**src/rtl/core/psl_pkg.sv**
```systemverilog
// ---------------------------------------------------------------------------
// psl_pkg
// Shared types and constants of the pixel shadow lift pipeline.
// ---------------------------------------------------------------------------
`default_nettype none

package psl_pkg;

	// curve select codes
	localparam logic CURVE_PARABOLA = 1'b0;
	localparam logic CURVE_TRIPLE   = 1'b1;

	// number of color lanes
	localparam int unsigned LANES = 3;
	localparam int unsigned LANE_R = 0;
	localparam int unsigned LANE_G = 1;
	localparam int unsigned LANE_B = 2;

	// reciprocal multipliers for division by constants
	localparam logic [10:0] RECIP3   = 11'd683;     // /3   -> >> 11
	localparam logic [11:0] RECIP6   = 12'd2731;    // /6   -> >> 14
	localparam logic [15:0] RECIP255 = 16'd32897;   // /255 -> >> 23

	localparam logic [7:0] CHAN_MAX  = 8'd255;
	localparam logic [7:0] LIFT_KNEE = 8'd128;

	// source pixel as it travels down the pipe
	typedef struct packed {
		logic [7:0] alpha;
		logic [7:0] red;
		logic [7:0] green;
		logic [7:0] blue;
		logic       last;
	} pix_t;

	// gray and target gray attached to a pixel
	typedef struct packed {
		pix_t       pix;
		logic [7:0] gray;
		logic [7:0] tgt;
	} gray_item_t;

	// scaled channels attached to a pixel
	typedef struct packed {
		pix_t       pix;
		logic [7:0] red_sc;
		logic [7:0] green_sc;
		logic [7:0] blue_sc;
	} scl_item_t;

endpackage

`default_nettype wire

```
**src/rtl/core/psl_if.sv**
```systemverilog
// ---------------------------------------------------------------------------
// psl_if
// Valid/ready channels for source and lifted pixels.
// ---------------------------------------------------------------------------
`default_nettype none

interface psl_in_if;
	logic       valid;
	logic       ready;
	logic [7:0] alpha_in;
	logic [7:0] red_in;
	logic [7:0] green_in;
	logic [7:0] blue_in;
	logic       last_in;

	modport source (output valid, alpha_in, red_in, green_in, blue_in, last_in,
		input ready);
	modport sink (input valid, alpha_in, red_in, green_in, blue_in, last_in,
		output ready);
endinterface

interface psl_out_if;
	logic       valid;
	logic       ready;
	logic [7:0] alpha_out;
	logic [7:0] red_out;
	logic [7:0] green_out;
	logic [7:0] blue_out;
	logic       last_out;

	modport source (output valid, alpha_out, red_out, green_out, blue_out, last_out,
		input ready);
	modport sink (input valid, alpha_out, red_out, green_out, blue_out, last_out,
		output ready);
endinterface

`default_nettype wire

```
**src/rtl/core/psl_gray.sv**
```systemverilog
// ---------------------------------------------------------------------------
// psl_gray
// Stages 1-2: gray mean of R, G, B and the target gray from the curve.
// ---------------------------------------------------------------------------
`default_nettype none

module psl_gray import psl_pkg::*; (
	input  wire logic       clk,
	input  wire logic       arst_n,
	input  wire logic       curve_mode,
	input  wire logic       v_in,
	input  wire pix_t       d_in,
	output logic            rdy_in,
	output logic            v_out,
	output gray_item_t      d_out,
	input  wire logic       rdy_out
);

	logic        v_s1, v_s2;
	logic        en_s1, en_s2;
	pix_t        pix_s1;
	logic [7:0]  gray_s1;
	gray_item_t  item_s2;

	logic [9:0]  sum3;
	logic [20:0] sum3_x;
	logic [7:0]  knee_gap;
	logic [15:0] knee_gap_sq;
	logic [7:0]  lift;
	logic [9:0]  triple;
	logic [7:0]  tgt;

	// stage enables: a stage loads when empty or when it drains
	assign en_s2  = !v_s2 || rdy_out;
	assign en_s1  = !v_s1 || en_s2;
	assign rdy_in = en_s1;

	// stage 1: gray = (r+g+b)/3 by reciprocal multiply
	always_comb begin
		sum3   = {2'b00, d_in.red} + {2'b00, d_in.green} + {2'b00, d_in.blue};
		sum3_x = {11'd0, sum3} * {10'd0, RECIP3};
	end

	always_ff @(posedge clk or negedge arst_n) begin
		if (!arst_n) begin
			v_s1 <= 1'b0;
			v_s2 <= 1'b0;
		end else begin
			if (en_s1) begin
				v_s1 <= v_in;
			end
			if (en_s2) begin
				v_s2 <= v_s1;
			end
		end
	end

	always_ff @(posedge clk) begin
		if (en_s1) begin
			pix_s1  <= d_in;
			gray_s1 <= sum3_x[18:11];
		end
	end

	// stage 2: target gray from the selected curve
	always_comb begin
		knee_gap    = LIFT_KNEE - gray_s1;
		knee_gap_sq = knee_gap * knee_gap;
		lift        = LIFT_KNEE - knee_gap_sq[14:7];
		triple      = {2'b00, gray_s1} + {1'b0, gray_s1, 1'b0};
		if (curve_mode == CURVE_TRIPLE) begin
			tgt = (triple > {2'b00, CHAN_MAX}) ? CHAN_MAX : triple[7:0];
		end else begin
			tgt = (gray_s1 > LIFT_KNEE) ? gray_s1 : lift;
		end
	end

	always_ff @(posedge clk) begin
		if (en_s2) begin
			item_s2.pix  <= pix_s1;
			item_s2.gray <= gray_s1;
			item_s2.tgt  <= tgt;
		end
	end

	assign v_out = v_s2;
	assign d_out = item_s2;

`ifndef SYNTH
	// both curves only ever lift the gray level
	a_tgt_lifts: assert property (@(posedge clk) disable iff (!arst_n)
		v_s2 |-> (item_s2.tgt >= item_s2.gray))
		else $error("target gray below source gray");
`endif

endmodule

`default_nettype wire

```
**src/rtl/core/psl_div.sv**
```systemverilog
// ---------------------------------------------------------------------------
// psl_div
// Stages 3-5: per channel c*target/gray (c itself when gray is 0), saturated
// at 255, by a two-stage restoring divider (four quotient bits per stage).
// ---------------------------------------------------------------------------
`default_nettype none

module psl_div import psl_pkg::*; (
	input  wire logic       clk,
	input  wire logic       arst_n,
	input  wire logic       v_in,
	input  wire gray_item_t d_in,
	output logic            rdy_in,
	output logic            v_out,
	output scl_item_t       d_out,
	input  wire logic       rdy_out
);

	logic v_s3, v_s4, v_s5;
	logic en_s3, en_s4, en_s5;

	pix_t                    pix_s3, pix_s4, pix_s5;
	logic [7:0]              gray_s3, gray_s4;
	logic [LANES-1:0][15:0]  prod_s3;
	logic [LANES-1:0][7:0]   rem_s4;
	logic [LANES-1:0][3:0]   lo_s4;
	logic [LANES-1:0][3:0]   qhi_s4;
	logic [LANES-1:0]        sat_s4;
	logic [LANES-1:0][7:0]   scl_s5;

	logic [LANES-1:0][7:0]   chan_in, chan_s4;
	logic [LANES-1:0][7:0]   rem_a;
	logic [LANES-1:0][3:0]   q_a;
	logic [LANES-1:0]        sat_a;
	logic [LANES-1:0][7:0]   scl_b;

	assign en_s5  = !v_s5 || rdy_out;
	assign en_s4  = !v_s4 || en_s5;
	assign en_s3  = !v_s3 || en_s4;
	assign rdy_in = en_s3;

	assign chan_in[LANE_R] = d_in.pix.red;
	assign chan_in[LANE_G] = d_in.pix.green;
	assign chan_in[LANE_B] = d_in.pix.blue;
	assign chan_s4[LANE_R] = pix_s4.red;
	assign chan_s4[LANE_G] = pix_s4.green;
	assign chan_s4[LANE_B] = pix_s4.blue;

	always_ff @(posedge clk or negedge arst_n) begin
		if (!arst_n) begin
			v_s3 <= 1'b0;
			v_s4 <= 1'b0;
			v_s5 <= 1'b0;
		end else begin
			if (en_s3) begin
				v_s3 <= v_in;
			end
			if (en_s4) begin
				v_s4 <= v_s3;
			end
			if (en_s5) begin
				v_s5 <= v_s4;
			end
		end
	end

	// stage 3: numerators c * target
	always_ff @(posedge clk) begin
		if (en_s3) begin
			pix_s3  <= d_in.pix;
			gray_s3 <= d_in.gray;
			for (int i = 0; i < LANES; i++) begin
				prod_s3[i] <= chan_in[i] * d_in.tgt;
			end
		end
	end

	// stage 4: saturation test and quotient bits 7..4
	always_comb begin
		logic [8:0] trial;
		logic [7:0] rem;
		for (int i = 0; i < LANES; i++) begin
			sat_a[i] = (prod_s3[i][15:8] >= gray_s3);
			rem      = prod_s3[i][15:8];
			for (int k = 7; k >= 4; k--) begin
				trial = {rem, prod_s3[i][k]};
				if (trial >= {1'b0, gray_s3}) begin
					trial        = trial - {1'b0, gray_s3};
					q_a[i][k-4]  = 1'b1;
				end else begin
					q_a[i][k-4]  = 1'b0;
				end
				rem = trial[7:0];
			end
			rem_a[i] = rem;
		end
	end

	always_ff @(posedge clk) begin
		if (en_s4) begin
			pix_s4  <= pix_s3;
			gray_s4 <= gray_s3;
			rem_s4  <= rem_a;
			qhi_s4  <= q_a;
			sat_s4  <= sat_a;
			for (int i = 0; i < LANES; i++) begin
				lo_s4[i] <= prod_s3[i][3:0];
			end
		end
	end

	// stage 5: quotient bits 3..0, then saturate or bypass on black gray
	always_comb begin
		logic [8:0] trial;
		logic [7:0] rem;
		logic [3:0] qlo;
		for (int i = 0; i < LANES; i++) begin
			rem = rem_s4[i];
			for (int k = 3; k >= 0; k--) begin
				trial = {rem, lo_s4[i][k]};
				if (trial >= {1'b0, gray_s4}) begin
					trial  = trial - {1'b0, gray_s4};
					qlo[k] = 1'b1;
				end else begin
					qlo[k] = 1'b0;
				end
				rem = trial[7:0];
			end
			if (gray_s4 == 8'd0) begin
				scl_b[i] = chan_s4[i];
			end else if (sat_s4[i]) begin
				scl_b[i] = CHAN_MAX;
			end else begin
				scl_b[i] = {qhi_s4[i], qlo};
			end
		end
	end

	always_ff @(posedge clk) begin
		if (en_s5) begin
			pix_s5 <= pix_s4;
			scl_s5 <= scl_b;
		end
	end

	assign v_out          = v_s5;
	assign d_out.pix      = pix_s5;
	assign d_out.red_sc   = scl_s5[LANE_R];
	assign d_out.green_sc = scl_s5[LANE_G];
	assign d_out.blue_sc  = scl_s5[LANE_B];

`ifndef SYNTH
	// partial remainder stays below the divisor in every unsaturated lane
	a_rem_bound: assert property (@(posedge clk) disable iff (!arst_n)
		(v_s4 && (gray_s4 != 8'd0)) |->
			((sat_s4[LANE_R] || (rem_s4[LANE_R] < gray_s4)) &&
			 (sat_s4[LANE_G] || (rem_s4[LANE_G] < gray_s4)) &&
			 (sat_s4[LANE_B] || (rem_s4[LANE_B] < gray_s4))))
		else $error("divider remainder out of range");
`endif

endmodule

`default_nettype wire

```
**src/rtl/core/psl_blend.sv**
```systemverilog
// ---------------------------------------------------------------------------
// psl_blend
// Stages 6-8: blend weight from the six channel mean, weighted mix of source
// and scaled channels, and the final divide by 255.
// ---------------------------------------------------------------------------
`default_nettype none

module psl_blend import psl_pkg::*; (
	input  wire logic      clk,
	input  wire logic      arst_n,
	input  wire logic      v_in,
	input  wire scl_item_t d_in,
	output logic           rdy_in,
	output logic           v_out,
	output pix_t           d_out,
	input  wire logic      rdy_out
);

	logic v_s6, v_s7, v_s8;
	logic en_s6, en_s7, en_s8;

	scl_item_t               item_s6;
	logic [7:0]              m_s6;
	logic [10:0]             sum6_s6;
	pix_t                    pix_s7, pix_s8;
	logic [LANES-1:0][15:0]  mix_s7;
	logic [LANES-1:0][7:0]   out_s8;

	logic [10:0]             sum6;
	logic [22:0]             sum6_x;
	logic [LANES-1:0][7:0]   src_s6, sc_s6;
	logic [7:0]              m_inv;
	logic [LANES-1:0][16:0]  mix_c;
	logic [LANES-1:0][31:0]  div_c;

	assign en_s8  = !v_s8 || rdy_out;
	assign en_s7  = !v_s7 || en_s8;
	assign en_s6  = !v_s6 || en_s7;
	assign rdy_in = en_s6;

	always_ff @(posedge clk or negedge arst_n) begin
		if (!arst_n) begin
			v_s6 <= 1'b0;
			v_s7 <= 1'b0;
			v_s8 <= 1'b0;
		end else begin
			if (en_s6) begin
				v_s6 <= v_in;
			end
			if (en_s7) begin
				v_s7 <= v_s6;
			end
			if (en_s8) begin
				v_s8 <= v_s7;
			end
		end
	end

	// stage 6: weight m = (sum of six channels)/6
	always_comb begin
		sum6 = {3'b000, d_in.pix.red} + {3'b000, d_in.pix.green} +
			{3'b000, d_in.pix.blue} + {3'b000, d_in.red_sc} +
			{3'b000, d_in.green_sc} + {3'b000, d_in.blue_sc};
		sum6_x = {12'd0, sum6} * {11'd0, RECIP6};
	end

	always_ff @(posedge clk) begin
		if (en_s6) begin
			item_s6 <= d_in;
			m_s6    <= sum6_x[21:14];
			sum6_s6 <= sum6;
		end
	end

	// stage 7: src*m + scaled*(255-m)
	assign src_s6[LANE_R] = item_s6.pix.red;
	assign src_s6[LANE_G] = item_s6.pix.green;
	assign src_s6[LANE_B] = item_s6.pix.blue;
	assign sc_s6[LANE_R]  = item_s6.red_sc;
	assign sc_s6[LANE_G]  = item_s6.green_sc;
	assign sc_s6[LANE_B]  = item_s6.blue_sc;
	assign m_inv          = CHAN_MAX - m_s6;

	always_comb begin
		for (int i = 0; i < LANES; i++) begin
			mix_c[i] = ({9'd0, src_s6[i]} * {9'd0, m_s6}) +
				({9'd0, sc_s6[i]} * {9'd0, m_inv});
		end
	end

	always_ff @(posedge clk) begin
		if (en_s7) begin
			pix_s7 <= item_s6.pix;
			for (int i = 0; i < LANES; i++) begin
				mix_s7[i] <= mix_c[i][15:0];
			end
		end
	end

	// stage 8: divide by 255 via reciprocal multiply
	always_comb begin
		for (int i = 0; i < LANES; i++) begin
			div_c[i] = {16'd0, mix_s7[i]} * {16'd0, RECIP255};
		end
	end

	always_ff @(posedge clk) begin
		if (en_s8) begin
			pix_s8 <= pix_s7;
			for (int i = 0; i < LANES; i++) begin
				out_s8[i] <= div_c[i][30:23];
			end
		end
	end

	assign v_out       = v_s8;
	assign d_out.alpha = pix_s8.alpha;
	assign d_out.red   = out_s8[LANE_R];
	assign d_out.green = out_s8[LANE_G];
	assign d_out.blue  = out_s8[LANE_B];
	assign d_out.last  = pix_s8.last;

`ifndef SYNTH
	// weight is the truncated mean of the six channels
	a_weight_mean: assert property (@(posedge clk) disable iff (!arst_n)
		v_s6 |-> (({3'b000, m_s6} * 11'd6) <= sum6_s6) &&
			((sum6_s6 - ({3'b000, m_s6} * 11'd6)) < 11'd6))
		else $error("blend weight is not the six channel mean");
`endif

endmodule

`default_nettype wire

```
**src/rtl/core/pixel_shadow_lift_top.sv**
```systemverilog
// Pipeline: 8 register stages; a request accepted at the input passes through
// all of them in order before it is offered on the output and can leave.
// Throughput: one pixel per clock if not stalled; the stage chain (gray,
// curve, three divider stages, weight, mix, divide by 255) is fully pipelined.
// Empty stages fill while the output is stalled; a stalled stage holds.
// Reset (arst_n low) clears all stage valid bits and sets curve_mode to 0.
// ---------------------------------------------------------------------------
// pixel_shadow_lift_top
// Per-pixel shadow lift of an ARGB stream with a selectable lift curve.
// ---------------------------------------------------------------------------
`default_nettype none

module pixel_shadow_lift_top import psl_pkg::*; (
	input  wire logic  clk,
	input  wire logic  arst_n,
	input  wire logic  cfg_wr_en,
	input  wire logic  cfg_wr_data,
	psl_in_if.sink     pixel,
	psl_out_if.source  lifted
);

	logic        curve_mode_q;
	pix_t        pix_in;
	logic        g_v, g_rdy;
	gray_item_t  g_d;
	logic        s_v, s_rdy;
	scl_item_t   s_d;
	pix_t        pix_res;

	// curve select register
	always_ff @(posedge clk or negedge arst_n) begin
		if (!arst_n) begin
			curve_mode_q <= CURVE_PARABOLA;
		end else if (cfg_wr_en) begin
			curve_mode_q <= cfg_wr_data;
		end
	end

	assign pix_in.alpha = pixel.alpha_in;
	assign pix_in.red   = pixel.red_in;
	assign pix_in.green = pixel.green_in;
	assign pix_in.blue  = pixel.blue_in;
	assign pix_in.last  = pixel.last_in;

	psl_gray u_gray (
		.clk        (clk),
		.arst_n     (arst_n),
		.curve_mode (curve_mode_q),
		.v_in       (pixel.valid),
		.d_in       (pix_in),
		.rdy_in     (pixel.ready),
		.v_out      (g_v),
		.d_out      (g_d),
		.rdy_out    (g_rdy)
	);

	psl_div u_div (
		.clk     (clk),
		.arst_n  (arst_n),
		.v_in    (g_v),
		.d_in    (g_d),
		.rdy_in  (g_rdy),
		.v_out   (s_v),
		.d_out   (s_d),
		.rdy_out (s_rdy)
	);

	psl_blend u_blend (
		.clk     (clk),
		.arst_n  (arst_n),
		.v_in    (s_v),
		.d_in    (s_d),
		.rdy_in  (s_rdy),
		.v_out   (lifted.valid),
		.d_out   (pix_res),
		.rdy_out (lifted.ready)
	);

	assign lifted.alpha_out = pix_res.alpha;
	assign lifted.red_out   = pix_res.red;
	assign lifted.green_out = pix_res.green;
	assign lifted.blue_out  = pix_res.blue;
	assign lifted.last_out  = pix_res.last;

endmodule

`default_nettype wire
```
**src/flat_wrapper.sv**
```systemverilog
// flat-port wrapper written by rule: the top's interface ports become plain ports
module pixel_shadow_lift_top_flat import psl_pkg::*;
  (clk, arst_n, cfg_wr_en, cfg_wr_data, pixel_valid, pixel_alpha_in, pixel_red_in, pixel_green_in, pixel_blue_in, pixel_last_in, pixel_ready, lifted_valid, lifted_alpha_out, lifted_red_out, lifted_green_out, lifted_blue_out, lifted_last_out, lifted_ready);
  psl_in_if pixel_i ();
  psl_out_if lifted_i ();
  input  wire logic clk;
  input  wire logic arst_n;
  input  wire logic cfg_wr_en;
  input  wire logic cfg_wr_data;
  input wire logic [$bits(pixel_i.valid)-1:0] pixel_valid;
  input wire logic [$bits(pixel_i.alpha_in)-1:0] pixel_alpha_in;
  input wire logic [$bits(pixel_i.red_in)-1:0] pixel_red_in;
  input wire logic [$bits(pixel_i.green_in)-1:0] pixel_green_in;
  input wire logic [$bits(pixel_i.blue_in)-1:0] pixel_blue_in;
  input wire logic [$bits(pixel_i.last_in)-1:0] pixel_last_in;
  output wire logic [$bits(pixel_i.ready)-1:0] pixel_ready;
  output wire logic [$bits(lifted_i.valid)-1:0] lifted_valid;
  output wire logic [$bits(lifted_i.alpha_out)-1:0] lifted_alpha_out;
  output wire logic [$bits(lifted_i.red_out)-1:0] lifted_red_out;
  output wire logic [$bits(lifted_i.green_out)-1:0] lifted_green_out;
  output wire logic [$bits(lifted_i.blue_out)-1:0] lifted_blue_out;
  output wire logic [$bits(lifted_i.last_out)-1:0] lifted_last_out;
  input wire logic [$bits(lifted_i.ready)-1:0] lifted_ready;
  assign pixel_i.valid = pixel_valid;
  assign pixel_i.alpha_in = pixel_alpha_in;
  assign pixel_i.red_in = pixel_red_in;
  assign pixel_i.green_in = pixel_green_in;
  assign pixel_i.blue_in = pixel_blue_in;
  assign pixel_i.last_in = pixel_last_in;
  assign pixel_ready = pixel_i.ready;
  assign lifted_valid = lifted_i.valid;
  assign lifted_alpha_out = lifted_i.alpha_out;
  assign lifted_red_out = lifted_i.red_out;
  assign lifted_green_out = lifted_i.green_out;
  assign lifted_blue_out = lifted_i.blue_out;
  assign lifted_last_out = lifted_i.last_out;
  assign lifted_i.ready = lifted_ready;
  pixel_shadow_lift_top u_core (.clk(clk), .arst_n(arst_n), .cfg_wr_en(cfg_wr_en), .cfg_wr_data(cfg_wr_data), .pixel(pixel_i), .lifted(lifted_i));
endmodule
```
**config.mk**
```make
export PLATFORM = sky130hd
export DESIGN_NAME = pixel_shadow_lift_top_flat
export DESIGN_NICKNAME = d
export VERILOG_FILES = /design/src/rtl/core/psl_pkg.sv /design/src/rtl/core/psl_if.sv /design/src/rtl/core/psl_gray.sv /design/src/rtl/core/psl_div.sv /design/src/rtl/core/psl_blend.sv /design/src/rtl/core/pixel_shadow_lift_top.sv /design/src/flat_wrapper.sv
export SDC_FILE = /design/constraint.sdc
export NUM_CORES = 2
export LEC_CHECK = 0
export BUFFER_PORTS_ARGS = -buffer_cell sky130_fd_sc_hd__clkbuf_2
export CORE_MARGIN = 3
export CORE_UTILIZATION = 50
export DETAILED_ROUTE_END_ITERATION = 8
export GPL_TIMING_DRIVEN = 0
export PLACE_DENSITY = 0.76
export SYNTH_ARGS = -nofsm -noshare
export SYNTH_HDL_FRONTEND = slang
export SYNTH_SLANG_ARGS = --single-unit
```
**constraint.sdc**
```tcl
create_clock -name clk -period 14.6 [get_ports clk]
set_input_delay 2.19 -clock clk [delete_from_list [all_inputs] [get_ports clk]]
set_output_delay 2.19 -clock clk [all_outputs]
set_load 0.01 [all_outputs]
```
==> metrics <==
status complete, no violations; Post-synth EDFFs 483; gr usage total 20.97%; worst hold path type reg2reg; CP most frequent cell o21ai_0; std cell rows 119; via count 36,450; xor-xnor portion of the synthesized cell area 4.218%; final period utilization 75.15%; Final Routed Wirelength 115,500 um; Vias/cell 5.482; CP Capture Type flip-flop; Critical Path AT 11.40 ns; post-synthesis sequential area ratio 27.28%; CP max-delay cell edfxtp_1; WL per Instance 17.37 um; Worst-Margin Slew 1.182 ns; Tmin final 10.97 ns; ys async rst share 1.829%; CP required 15.02 ns; fillcell total 8,853; most frequent cells in the layout 885 x ha_1, 786 x inv_1, 536 x fa_1; CTS resizes 0; Core ar. 106,200 um^2; layout cells sized above 1 5.801%; Post-CTS Setup Inserts 0; die width 334.6 um; post-route setup TNS 0 ns; Max stage delay on crit path 0.81 ns; largest net degree at the start of global routing 74; syn_area_per_cell 10.64 um^2; Synth Flop Type edfxtp_1; RSZ-0062 raised after global routing false; number of DRC violations after detailed-routing iteration 0 2,132; antenna violations before repair 1; Ys Warns 0; mapped cell area 53,980 um^2; clock skew 0.05583 ns; M1 GR Usage 26.60%; Die ar. 111,900 um^2; Synth Area in Simple Gates 12.22%; ant diodes 0; Synth Register Bits 492; crit path launch type flip-flop; proportion of synthesized area in mux cells 2.438%; Die Y 334.6 um; compound-cell area share of the yosys netlist 7.352%; Slew Limit Fails 0; clk slew on worst S/H paths 0.06 ns; max-cap violations 0; I/O Pins 74; M3 GR Usage 2.502%; largest family of logic cells by synthesized area adder cells; Final Wtd Congestion 0.8933; CTS tree built; Skew-Pair Late Insertion Delay 0.68 ns; gr busiest metal met2; number of remaining DRC errors 0; P&R area growth vs syn 7.795%; GR Util met2 37.23%; Netlist cell types 74; Port Buf Inserts 73; first-pass GRT wire length 190,300 um; global route overflow 0; clock sink total 492; worst rel slew slack 21.12%; hold-fix buffers at CTS 0; Final #Nets 6,672; worst-path fanout max 21; clock buffer count from CTS 55; Post-DP HPWL 93,100 um; H-tree levels 2; Syn Inst Count 5,072; Root Driver clkbuf_16; Hold Violations, Final 0; Initial Utilization 50.85%; router iterations before antenna repair 5; Setup Viol. Count Final 0; post-synthesis adder-cell area fraction 40.39%; post-route ant nets 0; clock tree buffer depth 3; CP Class reg2reg; vias in the first global route 37,830; commonest non-fill, non-tap cell in the layout ha_1; Achievable Freq 91.14 MHz
-- final cells by class --
type | instances | area, um^2 | area share (%)
Clock buffer | 63 | 1416 | 2.434
Sequential cell | 492 | 14730 | 25.31
Inverter | 788 | 2958 | 5.083
Timing Repair Buffer | 80 | 528.0 | 0.9074
Multi-Input combinational cell | 3712 | 36020 | 61.90
Tap cell | 1391 | 1740 | 2.991
Clock inverter | 40 | 469.2 | 0.8063
Buffer | 83 | 331.6 | 0.5698
-- through the flow --
step | hold WS (ns) | utilization [%] | instances | cell area, um^2 | worst slack [ns]
3_5_place_dp | 0.4045 | 53.04 | 6546 | 56310 | 3.734
5_1_grt | 0.3900 | 54.81 | 6649 | 58190 | 2.730
3_3_place_gp | 0.4006 | 52.84 | 6539 | 56100 | 0.8755
4_1_cts | 0.3752 | 54.81 | 6649 | 58190 | 3.661
6_report | 0.3879 | 54.81 | 6649 | 58190 | 3.628
2_1_floorplan | 0.4003 | - | 5075 | 53990 | 4.088
-- final timing paths --
path	from	to	depth (start not counted)	slack, ns
worst max-delay path	u_core.u_div.gray_s3[1]	u_core.u_div.rem_s4[15]	39	3.63
worst min-delay path	u_core.u_gray.pix_s1[23]	u_core.u_gray.d_out[39]	0	0.39
worst max register to register	u_core.u_div.gray_s3[1]	u_core.u_div.rem_s4[15]	39	3.63
worst min register to register	u_core.u_gray.pix_s1[23]	u_core.u_gray.d_out[39]	0	0.39
max in group asynchronous	arst_n	u_core.u_blend.v_s6	1	12.96
min in group asynchronous	arst_n	u_core.curve_mode_q	1	1.41
-- logic make-up (layout without fill, tap and decap cells) --
logic type,count (synthesis),in the layout
buffers and inverters,871,1054
muxes,119,119
AOI/OAI and AO/OA,615,615
other,1,4
and+or+nand+nor,1293,1293
DFF,492,492
xor gates and xnor gates,260,260
adders and majority gates,1421,1421
-- per-layer routing --
metal  routed length [um]  part of all wire [%]
met3                 6036                   5.2
met2                57240                    50
met4                 4052                   3.5
met5                    0                     0
met1                48200                    42
-- cells in the mapped netlist, types with 17 or more instances --
master | n | area, um^2
ha_1 | 885 | 11070
inv_1 | 788 | 2958
fa_1 | 536 | 10730
edfxtp_1 | 483 | 14500
nand2_1 | 299 | 1122
nor2_1 | 254 | 953.4
and2_1 | 214 | 1339
nor2b_1 | 208 | 1301
xnor2_1 | 198 | 1734
a21oi_1 | 193 | 965.9
o21ai_0 | 123 | 615.6
mux2_2 | 86 | 968.4
nand2b_1 | 86 | 538.0
nor3_1 | 75 | 375.4
clkbuf_1 | 72 | 270.3
a21o_1 | 64 | 480.5
xor2_1 | 62 | 543.0
nand3_1 | 55 | 275.3
o21a_1 | 41 | 307.8
mux2i_1 | 31 | 310.3
o21bai_1 | 29 | 217.7
nand4_1 | 26 | 162.7
o211ai_1 | 18 | 135.1
or3_1 | 17 | 106.4
-- registers in the layout (all words and copies together), names as in the netlist, 12 cells and up --
register                count
u_core.u_blend.item_s6     57
u_core.u_div.d_out         57
u_core.u_gray.d_out        49
u_core.u_blend.mix_s7      48
u_core.u_div.prod_s3       48
u_core.u_blend.d_out       33
u_core.u_div.pix_s3        33
u_core.u_gray.pix_s1       33
u_core.u_div.chan_s4       24
u_core.u_div.rem_s4        24
u_core.u_div.lo_s4         12
u_core.u_div.qhi_s4        12
-- critical path: cells and delay by family (launching register included) --
family	cells	cell delay, ns
adder cells (fa/ha/maj)	4	1.44
flip-flops	1	0.81
AO/OA/AOI/OAI	20	4.31
AND/OR/NAND/NOR	8	1.56
multiplexers	1	0.38
buffers and inverters	6	2.20
Power is left out: the tool's default activity adds up to more than one toggle a clock period on the data nets, which glitch-free logic cannot reach.
